**config.mk**
```make
export PLATFORM = sky130hd
export DESIGN_NAME = pagt_queue
export DESIGN_NICKNAME = d
export VERILOG_FILES = /design/src/sv/page_ownership_tag_table_defines.svh /design/src/sv/pagt_pkg.sv /design/src/sv/pagt_queue.sv
export SDC_FILE = /design/constraint.sdc
export NUM_CORES = 1
export LEC_CHECK = 0
export ABC_CLOCK_PERIOD_IN_PS = 2550
export BUFFER_PORTS_ARGS = -buffer_cell sky130_fd_sc_hd__buf_2
export CAP_MARGIN = 20
export CORE_MARGIN = 2
export CORE_UTILIZATION = 55
export CTS_BUF_LIST = sky130_fd_sc_hd__clkbuf_8
export DETAILED_ROUTE_END_ITERATION = 12
export PLACE_DENSITY = 0.83
export SETUP_SLACK_MARGIN = 0.2
export SLEW_MARGIN = 10
export SYNTH_ARGS = -nofsm -noshare
export SYNTH_HDL_FRONTEND = slang
export SYNTH_SLANG_ARGS = --single-unit
```
**constraint.sdc**
```tcl
create_clock -name aclk -period 2.55 [get_ports aclk]
set_input_delay 0.51 -clock aclk [delete_from_list [all_inputs] [get_ports aclk]]
set_output_delay 0.51 -clock aclk [all_outputs]
set_load 0.1 [all_outputs]
```
**src/sv/page_ownership_tag_table_defines.svh**
```systemverilog
// Assertion macros used by the tag walker of the page ownership tag table.
`ifndef PAGE_OWNERSHIP_TAG_TABLE_DEFINES_SVH
`define PAGE_OWNERSHIP_TAG_TABLE_DEFINES_SVH

// Same-cycle implication, clocked on aclk, off while aresetn is low.
`define PAGT_ASSERT_NOW(lbl, ante, cons, msg) \
    lbl: assert property (@(posedge aclk) disable iff (!aresetn) (ante) |-> (cons)) \
        else $error(msg);

// Next-cycle implication, clocked on aclk, off while aresetn is low.
`define PAGT_ASSERT_NEXT(lbl, ante, cons, msg) \
    lbl: assert property (@(posedge aclk) disable iff (!aresetn) (ante) |=> (cons)) \
        else $error(msg);

`endif

```
**src/sv/pagt_pkg.sv**
```systemverilog
// Shared types, codes and defaults of the page ownership tag table.
package pagt_pkg;

    localparam int DEF_MAX_PAGES   = 65536;
    localparam int DEF_FRAME_WIDTH = 44;

    localparam int BASE_CFG_W  = 44;
    localparam int PAGES_CFG_W = 17;
    localparam int CFG_INDEX_W = 8;
    localparam int CFG_DATA_W  = 44;
    localparam int M_TDATA_W   = 8;
    localparam int QUEUE_DEPTH = 2;

    // 0x80000000 shifted down by the 4 KiB page size
    localparam logic [BASE_CFG_W-1:0]  RESET_BASE_FRAME = 44'd524288;
    localparam logic [PAGES_CFG_W-1:0] RESET_TRACKED    = 17'd65536;

    localparam logic [CFG_INDEX_W-1:0] REG_BASE_FRAME = 8'd0;
    localparam logic [CFG_INDEX_W-1:0] REG_TRACKED    = 8'd1;

    localparam logic [2:0] OP_INIT        = 3'd0;
    localparam logic [2:0] OP_SET_PRIVATE = 3'd1;
    localparam logic [2:0] OP_SET_PUBLIC  = 3'd2;
    localparam logic [2:0] OP_SET_SHARED  = 3'd3;
    localparam logic [2:0] OP_ANY_PRIVATE = 3'd4;
    localparam logic [2:0] OP_ALL_PUBSHR  = 3'd5;

    localparam logic [1:0] TAG_PRIVATE = 2'd0;
    localparam logic [1:0] TAG_SHARED  = 2'd1;
    localparam logic [1:0] TAG_PUBLIC  = 2'd3;

    localparam logic [1:0] STATUS_OK        = 2'd0;
    localparam logic [1:0] STATUS_NOT_READY = 2'd1;
    localparam logic [1:0] STATUS_BELOW     = 2'd2;
    localparam logic [1:0] STATUS_PAST_END  = 2'd3;

    typedef enum logic [1:0] {
        KIND_NONE = 2'd0,   // result only, no tag access
        KIND_FILL = 2'd1,   // write one tag over the range
        KIND_SCAN = 2'd2    // read the range looking for private tags
    } work_kind_t;

    typedef struct packed {
        work_kind_t  kind;
        logic [1:0]  tag;
        logic [1:0]  status;
        logic        want_any;
    } cmd_ctrl_t;

endpackage

```
**src/sv/pagt_queue.sv**
```systemverilog
// Short work queue between the front end and the tag walker.
module pagt_queue #(
    parameter int DATA_W = 8
) (
    input  logic              aclk,
    input  logic              aresetn,
    input  logic              push_valid,
    output logic              push_ready,
    input  logic [DATA_W-1:0] push_data,
    output logic              pop_valid,
    input  logic              pop,
    output logic [DATA_W-1:0] pop_data
);

    localparam int PTR_W = (pagt_pkg::QUEUE_DEPTH > 1) ? $clog2(pagt_pkg::QUEUE_DEPTH) : 1;
    localparam int FILL_W = $clog2(pagt_pkg::QUEUE_DEPTH + 1);
    localparam logic [PTR_W-1:0] LAST_PTR = PTR_W'(pagt_pkg::QUEUE_DEPTH - 1);

    logic [DATA_W-1:0] slot_reg [pagt_pkg::QUEUE_DEPTH];
    logic [PTR_W-1:0]  wr_ptr_reg, wr_ptr_next;
    logic [PTR_W-1:0]  rd_ptr_reg, rd_ptr_next;
    logic [FILL_W-1:0] fill_reg, fill_next;
    logic              do_push;
    logic              do_pop;

    assign push_ready = (fill_reg != FILL_W'(pagt_pkg::QUEUE_DEPTH));
    assign pop_valid  = (fill_reg != '0);
    assign pop_data   = slot_reg[rd_ptr_reg];
    assign do_push    = push_valid && push_ready;
    assign do_pop     = pop && pop_valid;

    always_comb begin
        wr_ptr_next = wr_ptr_reg;
        rd_ptr_next = rd_ptr_reg;
        fill_next   = fill_reg;
        if (do_push) begin
            wr_ptr_next = (wr_ptr_reg == LAST_PTR) ? '0 : wr_ptr_reg + 1'b1;
        end
        if (do_pop) begin
            rd_ptr_next = (rd_ptr_reg == LAST_PTR) ? '0 : rd_ptr_reg + 1'b1;
        end
        if (do_push && !do_pop) begin
            fill_next = fill_reg + 1'b1;
        end else if (do_pop && !do_push) begin
            fill_next = fill_reg - 1'b1;
        end
    end

    always_ff @(posedge aclk) begin
        if (!aresetn) begin
            wr_ptr_reg <= '0;
            rd_ptr_reg <= '0;
            fill_reg   <= '0;
        end else begin
            wr_ptr_reg <= wr_ptr_next;
            rd_ptr_reg <= rd_ptr_next;
            fill_reg   <= fill_next;
        end
        if (do_push) begin
            slot_reg[wr_ptr_reg] <= push_data;
        end
    end

endmodule

```
==> impl_metrics.json <==
{
  "outcome": "complete, no violations",
  "finalCritPeriodShare_pct": 76.8,
  "ys.flop_type": "edfxtp_1",
  "synth_async_sr_flop_share_pct": 0,
  "cts_buffer_depth": 2,
  "die_w_um": 42.4,
  "gp_congestion": 0.717,
  "cts_num_sinks": 21,
  "die-area_sq_mm": 0.00179,
  "drt-initial-drc-count": 14,
  "worstMarginPinSlew_ns": 0.485,
  "via_count": 467,
  "fin_tns_setup_ns": 0,
  "crit_arrival_ns": 1.45,
  "slew_headroom_pct": 67.9,
  "wl_per_cell_um": 15.8,
  "htree_levels": 1,
  "final_net_count": 88,
  "max_freq_mhz": 511,
  "finalHoldViolations": 0,
  "cts_repair_resize_count": 0,
  "drive_above_1_share_pct": 47.3,
  "nFillCells": 84,
  "syn_area_sq_um": 810,
  "multiInputGateArea_sq_um": 216,
  "start_kind": "register",
  "syn-num-nets": 63,
  "cts.reportedPaths.clkPinSlew_ns": 0.07,
  "netlist.area_leader.share_pct": 59.4,
  "clkLatencyLatePin_ns": 0.25,
  "largest_reg_flops": 16,
  "cts_setup_buffers": 0,
  "grt_overflow_total": 0,
  "rsz0062_at_grt": "false",
  "worstPathRequired_ns": 2.04,
  "whs_ns": 0.441,
  "grt_pass1_wl_um": 2420,
  "ys_top_cells_by_area": "edfxtp_1 (59%), dfxtp_1 (12%), mux2_2 (11%)",
  "remaining_drc_errors": 0,
  "final-seq-area_sq_um": 581,
  "finalClockSkew_ns": 0.00321,
  "synth.largest_area_cell": "edfxtp_1",
  "synth_edf_count": 16,
  "ys_warn_count": 0,
  "io_pins": 22,
  "cts_tree": "yes",
  "worstHoldPathType": "in -> reg",
  "avgSynthCellArea_sq_um": 16.2,
  "drtAntennaViolNets": 0,
  "grt.total_usage_pct": 18.5,
  "initial_core_util_pct": 60.7,
  "cp_max_fo": 8,
  "synth_commonest_cells": "edfxtp_1 (16), mux2_2 (8), dfxtp_1 (5), nor2_1 (3), xor2_1 (3)",
  "critPathCaptureType": "primary output",
  "setup_viol": 0,
  "port-buffer-count": 21,
  "synth_cell_type_count": 17,
  "synthToLayoutAreaGrowth_pct": 20.2,
  "dr.pass1.iters": 4,
  "antenna_found_initial": 0,
  "crit_type": "reg -> out",
  "grt_max_degree": 12,
  "yosysMostFrequentCell": "edfxtp_1",
  "cts_buffers": 3,
  "synthCells": 50,
  "core_sq_mm": 0.00133,
  "ys_seq_area_share_pct": 71.7,
  "die_h_um": 42.4,
  "dp_hpwl_um": 952,
  "drv_cap": 0,
  "cts_hold_buf": 0,
  "grt_pass1_vias": 528,
  "diodes": 0,
  "min_period_ns": 1.96,
  "slew_viol_final": 0,
  "wirelength_um": 1400,
  "ys_seq_elements": 21,
  "clockRootBuffer": "clkbuf_8",
  "rows": 13,
  "viasPerCell": 5.25
}
through the flow:
step | utilization, % | cells | area (sq um) | setup WS (ns)
detailed placement | 69.6 | 85 | 928 | 0.865
CTS | 73.0 | 89 | 973 | 0.575
finish | 73.0 | 89 | 973 | 0.592
global route | 73.0 | 89 | 973 | 0.505
global placement | 69.6 | 85 | 928 | 0.859
floorplan | - | 50 | 810 | 0.831
critical path, cell delays in order, from the launching register on:
cell,delay [ns]
dfxtp_1,0.52
mux2_2,0.39
buf_2,0.29
metal layers:
layer	part of all wire [%]	track usage (%)	wire (um)	vias to the layer above
li1	-	-	-	228
met4	1.7	9.38	24	0
met1	42	23.4	583	225
met5	0	0	0	-
met2	53	30.5	749	12
met3	3.1	3.02	44	2
layout by cell type (no fill, tap or decap):
cell type,synthesis,final
buf_2,1,21
o21ai_0,2,2
and2_1,1,1
nand3b_1,1,1
clkbuf_8,0,3
ha_1,1,1
inv_1,2,3
edfxtp_1,16,16
nor2_1,3,3
a21bo_2,1,1
mux2_2,8,8
dfxtp_1,5,5
nand2b_4,1,1
a21oi_1,2,2
or3_1,1,1
and3_1,1,1
or2_2,1,1
xor2_1,3,3
path summary, 6_finish.rpt:
check | slack [ns] | cells after the start | start | to
max reg2reg | 0.95 | 4 | fill_reg[0] | fill_reg[1]
min | 0.44 | 1 | push_data[2] | slot_reg[0][2]
max | 0.59 | 2 | register | pop_data[0]
min reg2reg | 0.56 | 2 | rd_ptr_reg | rd_ptr_reg
logic make-up after synthesis:
| group | after synthesis | share of synthesized area [%] |
|---|---|---|
| adders and majority gates | 1 | 1.55 |
| xor gates and xnor gates | 3 | 3.25 |
| DFF | 21 | 71.7 |
| muxes | 8 | 11.1 |
| and+or+nand+nor | 9 | 7.11 |
| AOI/OAI and AO/OA | 5 | 3.71 |
| buffers and inverters | 3 | 1.55 |
cell type report:
cell class | count | share of cell area [%]
clock buffers | 3 | 4.24
clock inverters | 1 | 0.386
inverters | 2 | 0.771
multi-input cells | 26 | 22.2
flip-flops and latches | 21 | 59.6
well taps | 15 | 1.93
repair buffers | 21 | 10.8
Power is not shown: default switching activity piles up to over one toggle a cycle in this logic, so the estimate is an artifact.
