**src/sv/page_ownership_tag_table_defines.svh**
```systemverilog
// Assertion macros used by the tag walker of the page ownership tag table.
`ifndef PAGE_OWNERSHIP_TAG_TABLE_DEFINES_SVH
`define PAGE_OWNERSHIP_TAG_TABLE_DEFINES_SVH

// Same-cycle implication, clocked on aclk, off while aresetn is low.
`define PAGT_ASSERT_NOW(lbl, ante, cons, msg) \
    lbl: assert property (@(posedge aclk) disable iff (!aresetn) (ante) |-> (cons)) \
        else $error(msg);

// Next-cycle implication, clocked on aclk, off while aresetn is low.
`define PAGT_ASSERT_NEXT(lbl, ante, cons, msg) \
    lbl: assert property (@(posedge aclk) disable iff (!aresetn) (ante) |=> (cons)) \
        else $error(msg);

`endif

```
**src/sv/pagt_pkg.sv**
```systemverilog
// Shared types, codes and defaults of the page ownership tag table.
package pagt_pkg;

    localparam int DEF_MAX_PAGES   = 65536;
    localparam int DEF_FRAME_WIDTH = 44;

    localparam int BASE_CFG_W  = 44;
    localparam int PAGES_CFG_W = 17;
    localparam int CFG_INDEX_W = 8;
    localparam int CFG_DATA_W  = 44;
    localparam int M_TDATA_W   = 8;
    localparam int QUEUE_DEPTH = 2;

    // 0x80000000 shifted down by the 4 KiB page size
    localparam logic [BASE_CFG_W-1:0]  RESET_BASE_FRAME = 44'd524288;
    localparam logic [PAGES_CFG_W-1:0] RESET_TRACKED    = 17'd65536;

    localparam logic [CFG_INDEX_W-1:0] REG_BASE_FRAME = 8'd0;
    localparam logic [CFG_INDEX_W-1:0] REG_TRACKED    = 8'd1;

    localparam logic [2:0] OP_INIT        = 3'd0;
    localparam logic [2:0] OP_SET_PRIVATE = 3'd1;
    localparam logic [2:0] OP_SET_PUBLIC  = 3'd2;
    localparam logic [2:0] OP_SET_SHARED  = 3'd3;
    localparam logic [2:0] OP_ANY_PRIVATE = 3'd4;
    localparam logic [2:0] OP_ALL_PUBSHR  = 3'd5;

    localparam logic [1:0] TAG_PRIVATE = 2'd0;
    localparam logic [1:0] TAG_SHARED  = 2'd1;
    localparam logic [1:0] TAG_PUBLIC  = 2'd3;

    localparam logic [1:0] STATUS_OK        = 2'd0;
    localparam logic [1:0] STATUS_NOT_READY = 2'd1;
    localparam logic [1:0] STATUS_BELOW     = 2'd2;
    localparam logic [1:0] STATUS_PAST_END  = 2'd3;

    typedef enum logic [1:0] {
        KIND_NONE = 2'd0,   // result only, no tag access
        KIND_FILL = 2'd1,   // write one tag over the range
        KIND_SCAN = 2'd2    // read the range looking for private tags
    } work_kind_t;

    typedef struct packed {
        work_kind_t  kind;
        logic [1:0]  tag;
        logic [1:0]  status;
        logic        want_any;
    } cmd_ctrl_t;

endpackage

```
**src/sv/pagt_front.sv**
```systemverilog
// Command front end: configuration, range checks and work classification.
module pagt_front #(
    parameter int MAX_PAGES   = pagt_pkg::DEF_MAX_PAGES,
    parameter int FRAME_WIDTH = pagt_pkg::DEF_FRAME_WIDTH,
    localparam int PAGE_W = (MAX_PAGES > 1) ? $clog2(MAX_PAGES) : 1,
    localparam int CNT_W  = $clog2(MAX_PAGES + 1)
) (
    input  logic                              aclk,
    input  logic                              aresetn,
    input  logic                              cfg_valid,
    output logic                              cfg_ready,
    input  logic [pagt_pkg::CFG_INDEX_W-1:0]  cfg_index,
    input  logic [pagt_pkg::CFG_DATA_W-1:0]   cfg_data,
    input  logic                              cmd_valid,
    output logic                              cmd_ready,
    input  logic [2:0]                        cmd_operation,
    input  logic [FRAME_WIDTH-1:0]            cmd_start_frame,
    input  logic [FRAME_WIDTH-1:0]            cmd_page_count,
    output logic                              push_valid,
    input  logic                              push_ready,
    output pagt_pkg::cmd_ctrl_t               push_ctrl,
    output logic [PAGE_W-1:0]                 push_offset,
    output logic [CNT_W-1:0]                  push_count
);

    localparam int WIDE_W = (FRAME_WIDTH > CNT_W) ? FRAME_WIDTH : CNT_W;
    localparam int CMP_W  = ((WIDE_W > pagt_pkg::PAGES_CFG_W) ? WIDE_W
                                                              : pagt_pkg::PAGES_CFG_W) + 1;

    typedef enum logic [1:0] {
        F_IDLE  = 2'd0,
        F_SUB   = 2'd1,
        F_RANGE = 2'd2
    } front_state_t;

    front_state_t                       state_reg, state_next;
    logic                               ready_flag_reg, ready_flag_next;
    logic [pagt_pkg::BASE_CFG_W-1:0]    base_reg, base_next;
    logic [pagt_pkg::PAGES_CFG_W-1:0]   tracked_reg, tracked_next;
    logic [2:0]                         op_reg, op_next;
    logic [FRAME_WIDTH-1:0]             start_reg, start_next;
    logic [FRAME_WIDTH-1:0]             count_reg, count_next;
    logic [FRAME_WIDTH-1:0]             offset_reg, offset_next;
    logic                               below_reg, below_next;

    logic [FRAME_WIDTH-1:0] base_fw;
    logic [CMP_W-1:0]       tracked_ext;
    logic [CMP_W-1:0]       max_ext;
    logic [CMP_W-1:0]       limit_ext;
    logic [CMP_W-1:0]       range_end;
    logic [CNT_W-1:0]       limit;

    assign cfg_ready = 1'b1;
    assign cmd_ready = (state_reg == F_IDLE);
    assign push_valid = (state_reg == F_RANGE);

    assign base_fw     = FRAME_WIDTH'(base_reg);
    assign tracked_ext = CMP_W'(tracked_reg);
    assign max_ext     = CMP_W'(MAX_PAGES);
    assign limit_ext   = (tracked_ext > max_ext) ? max_ext : tracked_ext;
    assign limit       = CNT_W'(limit_ext);
    assign range_end   = CMP_W'(offset_reg) + CMP_W'(count_reg);

    // Classify the checked command into a work item for the back end.
    always_comb begin
        push_ctrl.kind     = pagt_pkg::KIND_NONE;
        push_ctrl.tag      = pagt_pkg::TAG_PUBLIC;
        push_ctrl.status   = pagt_pkg::STATUS_OK;
        push_ctrl.want_any = 1'b0;
        push_offset        = PAGE_W'(offset_reg);
        push_count         = CNT_W'(count_reg);
        if (op_reg == pagt_pkg::OP_INIT) begin
            push_ctrl.kind = pagt_pkg::KIND_FILL;
            push_offset    = '0;
            push_count     = limit;
        end else if (op_reg > pagt_pkg::OP_ALL_PUBSHR) begin
            push_ctrl.kind = pagt_pkg::KIND_NONE;
        end else if (!ready_flag_reg) begin
            push_ctrl.status = pagt_pkg::STATUS_NOT_READY;
        end else if (below_reg) begin
            push_ctrl.status = pagt_pkg::STATUS_BELOW;
        end else if (range_end > limit_ext) begin
            push_ctrl.status = pagt_pkg::STATUS_PAST_END;
        end else begin
            case (op_reg)
                pagt_pkg::OP_SET_PRIVATE: begin
                    push_ctrl.kind = pagt_pkg::KIND_FILL;
                    push_ctrl.tag  = pagt_pkg::TAG_PRIVATE;
                end
                pagt_pkg::OP_SET_PUBLIC: begin
                    push_ctrl.kind = pagt_pkg::KIND_FILL;
                    push_ctrl.tag  = pagt_pkg::TAG_PUBLIC;
                end
                pagt_pkg::OP_SET_SHARED: begin
                    push_ctrl.kind = pagt_pkg::KIND_FILL;
                    push_ctrl.tag  = pagt_pkg::TAG_SHARED;
                end
                pagt_pkg::OP_ANY_PRIVATE: begin
                    push_ctrl.kind     = pagt_pkg::KIND_SCAN;
                    push_ctrl.want_any = 1'b1;
                end
                default: begin
                    push_ctrl.kind = pagt_pkg::KIND_SCAN;
                end
            endcase
        end
    end

    always_comb begin
        state_next      = state_reg;
        ready_flag_next = ready_flag_reg;
        base_next       = base_reg;
        tracked_next    = tracked_reg;
        op_next         = op_reg;
        start_next      = start_reg;
        count_next      = count_reg;
        offset_next     = offset_reg;
        below_next      = below_reg;

        if (cfg_valid) begin
            if (cfg_index == pagt_pkg::REG_BASE_FRAME) begin
                base_next = cfg_data[pagt_pkg::BASE_CFG_W-1:0];
            end else if (cfg_index == pagt_pkg::REG_TRACKED) begin
                tracked_next = cfg_data[pagt_pkg::PAGES_CFG_W-1:0];
            end
        end

        case (state_reg)
            F_IDLE: begin
                if (cmd_valid) begin
                    op_next    = cmd_operation;
                    start_next = cmd_start_frame;
                    count_next = cmd_page_count;
                    state_next = F_SUB;
                end
            end
            F_SUB: begin
                below_next  = (start_reg < base_fw);
                offset_next = start_reg - base_fw;
                state_next  = F_RANGE;
            end
            F_RANGE: begin
                if (push_ready) begin
                    if (op_reg == pagt_pkg::OP_INIT) begin
                        ready_flag_next = 1'b1;
                    end
                    state_next = F_IDLE;
                end
            end
            default: begin
                state_next = F_IDLE;
            end
        endcase
    end

    always_ff @(posedge aclk) begin
        if (!aresetn) begin
            state_reg      <= F_IDLE;
            ready_flag_reg <= 1'b0;
            base_reg       <= pagt_pkg::RESET_BASE_FRAME;
            tracked_reg    <= pagt_pkg::RESET_TRACKED;
        end else begin
            state_reg      <= state_next;
            ready_flag_reg <= ready_flag_next;
            base_reg       <= base_next;
            tracked_reg    <= tracked_next;
        end
        op_reg     <= op_next;
        start_reg  <= start_next;
        count_reg  <= count_next;
        offset_reg <= offset_next;
        below_reg  <= below_next;
    end

endmodule

```
**config.mk**
```make
export PLATFORM = sky130hd
export DESIGN_NAME = pagt_front
export DESIGN_NICKNAME = d
export VERILOG_FILES = /design/src/sv/page_ownership_tag_table_defines.svh /design/src/sv/pagt_pkg.sv /design/src/sv/pagt_front.sv
export SDC_FILE = /design/constraint.sdc
export NUM_CORES = 1
export LEC_CHECK = 0
export ABC_AREA = 1
export BUFFER_PORTS_ARGS = -buffer_cell sky130_fd_sc_hd__buf_2
export CAP_MARGIN = 20
export CORE_ASPECT_RATIO = 2
export CORE_MARGIN = 2
export CORE_UTILIZATION = 52
export CTS_CLUSTER_DIAMETER = 200
export DETAILED_ROUTE_END_ITERATION = 6
export PLACE_DENSITY = 0.7
export SYNTH_ARGS = -nofsm -noshare
export SYNTH_HDL_FRONTEND = slang
export SYNTH_SLANG_ARGS = --single-unit
```
**constraint.sdc**
```tcl
create_clock -name aclk -period 9.9 [get_ports aclk]
set_input_delay 0.99 -clock aclk [delete_from_list [all_inputs] [get_ports aclk]]
set_output_delay 0.99 -clock aclk [all_outputs]
set_load 0.02 [all_outputs]
```
==> metrics.md <==
| Metric | Value |
|---|---|
| Post-synth ARST share | 0 |
| Max rail drop VDD | 0.134 mV |
| F_max | 180 MHz |
| Worst path max stage delay | 420 ps |
| I/O Buffers | 189 |
| Layout area overhead | 14.2% |
| Top-area cell type share of the netlist area | 0.307 |
| CORE AREA | 25,100 um2 |
| Actual slew at the worst max-slew pin | 1040 ps |
| RSZ-0062 raised after global routing | false |
| Worst-case hold path end point | base_fw[27] |
| GRT Overall Usage | 0.308 |
| Power Dens Cells | 146 nW/um2 |
| CP most frequent cell | nand2_1 |
| Period utilization | 0.562 |
| Placer Congestion | 1.06 |
| First-pass GRT wire length | 62.4 mm |
| Avg Inst Size Synth | 7.62 um2 |
| Ys flop type | edfxtp_1 |
| Mapped Area | 13,300 um2 |
| Detailed Route Iter0 Violations | 882 |
| Wire per inst | 17.7 um |
| Yosys cell types | 42 |
| Min-Delay Path Class | reg2reg |
| Std cell rows | 82 |
| Final Hold Violating Endpoints | 0 |
| Sum Neg Setup Slack | 0 ps |
| Yosys top cell by area | edfxtp_1 |
| Vias post-DR | 12,401 |
| Final antenna-violating net count | 0 |
| Setup crit start kind | flop |
| Power consumption | 2220 uW |
| Layout cells sized above 1 | 0.138 |
| Register area share after synthesis | 0.403 |
| GR Overflow Total | 0 |
| Drt via density | 5.43 |
| Residual DRC count | 0 |
| Crit end category | output port |
| Max stage delay cell, worst path | edfxtp_1 |
| Worst Path Required | 8910 ps |
| CTS Buffer Depth | 2 |
| Detailed Place HPWL | 32.1 mm |
| Critical Path, Cell by Cell | ha_1, nand2_2, inv_1, nand2_1, nand2_1, a21oi_1, o21ai_1, xor2_1, ha_1, nand2_1, nor4_1, nand3_1, nand2_1, nand2_1, nor2_1, nand2_1, nor2_1, nand3_1, nor2_2, nand4_1, o21ai_0, inv_1, buf_2 |
| Starting Density | 0.530 |
| Skew-Pair Late Insertion Delay | 460 ps |
| Inserted Clock Buffers | 17 |
| Post-CTS Setup Bufs | 0 |
| H-tree levels | 4 |
| Nets | 2,191 |
| Slew Limit Fails | 0 |
| Final-report setup violation count | 0 |
| HP Start | base_fw[27] |
| Initial antenna violation count | 1 |
| Root Buffer | clkbuf_16 |
| Clk slew on worst S/H paths | 70 ps |
| Final Critical Period | 5560 ps |
| I/O Pins | 191 |
| Finished Core Util | 0.605 |
| Drt total wl | 40.4 mm |
| Synth Warn # | 0 |
| Crit path kind | reg2out |
| Setup ws final | 4340 ps |
| CP bufs+invs | 3 |
| Worst slew margin | 0.306 |
| Largest net degree at the start of global routing | 87 |
| Width of the die | 117 um |
| Synth top area cells | edfxtp_1, nand2_1, ha_1, dfxtp_1, inv_1 |
| Antenna diode count | 0 |
| Syn Inst Count | 1,747 |
| Status | finished, final reports clean |
| Worst-path maximum fanout | 4 |
| Kind of cell adding the most delay to the critical path | simple AND/OR/NAND/NOR gates |
| TritonCTS clock tree | done |
| Dpl ws | 4920 ps |
| Number of global-route vias before repair | 12,409 |
| RR Endpoint | offset_reg[42] |
| Worst hold stages | 2 |
| #FFs+latches synth | 200 |
| Static Leak | 0.00687 uW |
| Worst Reg2Reg Path Length in Cells | 11 |
| PostCTS Resize Cnt | 0 |
| Max Clock Skew | 14.5 ps |
| Fill count | 2,351 |
| Max_cap viols | 0 |
| CTS Sinks | 200 |
| Overall die height | 230 um |
| Mapped Nets | 2,002 |
| Hold Buf Count CTS | 0 |
| Number of enable flip-flop cells after synthesis | 136 |
| Worst EP arrival | 4570 ps |
| RR Startpoint | start_reg[0] |
| Drt first pass iters | 6 |
| R2R Setup Slk | 6730 ps |
| Die area | 27,000 um2 |
==> where the power goes <==
part	total, uW	internal (uW)	switching (uW)
Combinational	566	197	369
Sequential	967	946	21.2
Clock	682	355	327
Total	2220	1500	718
==> placed cells by master, fill, tap and decap left out, types with 3 or more instances in the layout <==
cell	instances
nand2_1	398
inv_1	273
nor2_1	198
buf_2	189
a21oi_1	161
edfxtp_1	136
o21ai_0	112
ha_1	105
dfxtp_1	64
nand3_1	51
xor2_1	33
xnor2_1	30
a31oi_1	22
clkbuf_16	18
nor3_1	14
o21a_1	14
nor2_2	12
o21bai_1	11
nand4_1	11
nand2_2	9
nand3b_1	9
nor4_1	8
nand3_2	7
o211ai_1	6
inv_2	6
a21o_1	5
buf_4	5
and3_1	4
o31ai_1	3
a21oi_2	3
nor2_4	3
clkinv_2	3
inv_6	3
==> worst register-to-register path, stage by stage, from the launching register on <==
cell and delay, ps:
edfxtp_1 320, inv_1 40, ha_1 260, fa_1 420
o21ai_1 450, a21oi_1 280, o21ai_2 300, a21oi_1 180
inv_1 90, a21oi_1 110, o31ai_1 340, xor2_1 110
==> through the flow <==
stage          cell area (um2)  cells  hold WS (ps)
2_1_floorplan            13300   1747           433
3_3_place_gp             14600   2253           442
3_5_place_dp             14600   2253           453
4_1_cts                  15200   2285           463
5_1_grt                  15200   2285           479
6_report                 15200   2285           459
==> layer usage <==
layer  vias up  wire, um  GRT usage
li1       6116         -          -
met1      5710     15300      0.336
met2       429     20700      0.538
met3       146      1530     0.0435
met4         0      2820      0.200
met5         -         0          0
==> cells in the mapped netlist, types with 9 or more instances <==
| cell | count |
|---|---|
| xnor2_1 | 30 |
| ha_1 | 105 |
| nor2_2 | 12 |
| nand2_1 | 399 |
| nor2_1 | 199 |
| a31oi_1 | 22 |
| o21a_1 | 14 |
| o21bai_1 | 11 |
| nand3b_1 | 9 |
| dfxtp_1 | 64 |
| o21ai_0 | 112 |
| edfxtp_1 | 136 |
| clkbuf_1 | 22 |
| nand3_1 | 51 |
| nand4_1 | 11 |
| inv_1 | 273 |
| a21oi_1 | 161 |
| nor3_1 | 15 |
| xor2_1 | 33 |
==> worst max path at each step <==
stage                              from      endpoint  slack, ps  depth (start not counted)
after floorplan               cmd_valid  count_reg[0]       2070                          2
after global placement     count_reg[0]  push_ctrl[2]       5020                         26
after detailed placement  offset_reg[0]  push_ctrl[2]       4920                         26
after CTS                 offset_reg[0]  push_ctrl[2]       4410                         26
after global routing       count_reg[2]  push_ctrl[2]       3940                         21
final                     offset_reg[6]  push_ctrl[2]       4340                         23
==> cell families (layout without fill, tap and decap cells) <==
kind of cell / count (synthesis) / after routing / synth area share
adder cells (fa/ha/maj): 107 / 107 / 0.102
other: 1 / 1 / 0.000282
AO/OA/AOI/OAI: 343 / 343 / 0.140
buffers and inverters: 305 / 507 / 0.0863
flip-flops: 200 / 200 / 0.403
AND/OR/NAND/NOR: 728 / 728 / 0.227
XOR/XNOR: 63 / 63 / 0.0414
==> area by class of cell <==
| cell class | count | area, um2 | area share |
|---|---|---|---|
| multi-input cells | 1242 | 6820 | 0.448 |
| flip-flops and latches | 200 | 5370 | 0.353 |
| inverters | 281 | 1050 | 0.0693 |
| repair buffers | 194 | 983 | 0.0647 |
| clock buffers | 21 | 482 | 0.0317 |
| well taps | 336 | 420 | 0.0276 |
| clock inverters | 11 | 87.6 | 0.00576 |
(Power assumes the default switching activity.)
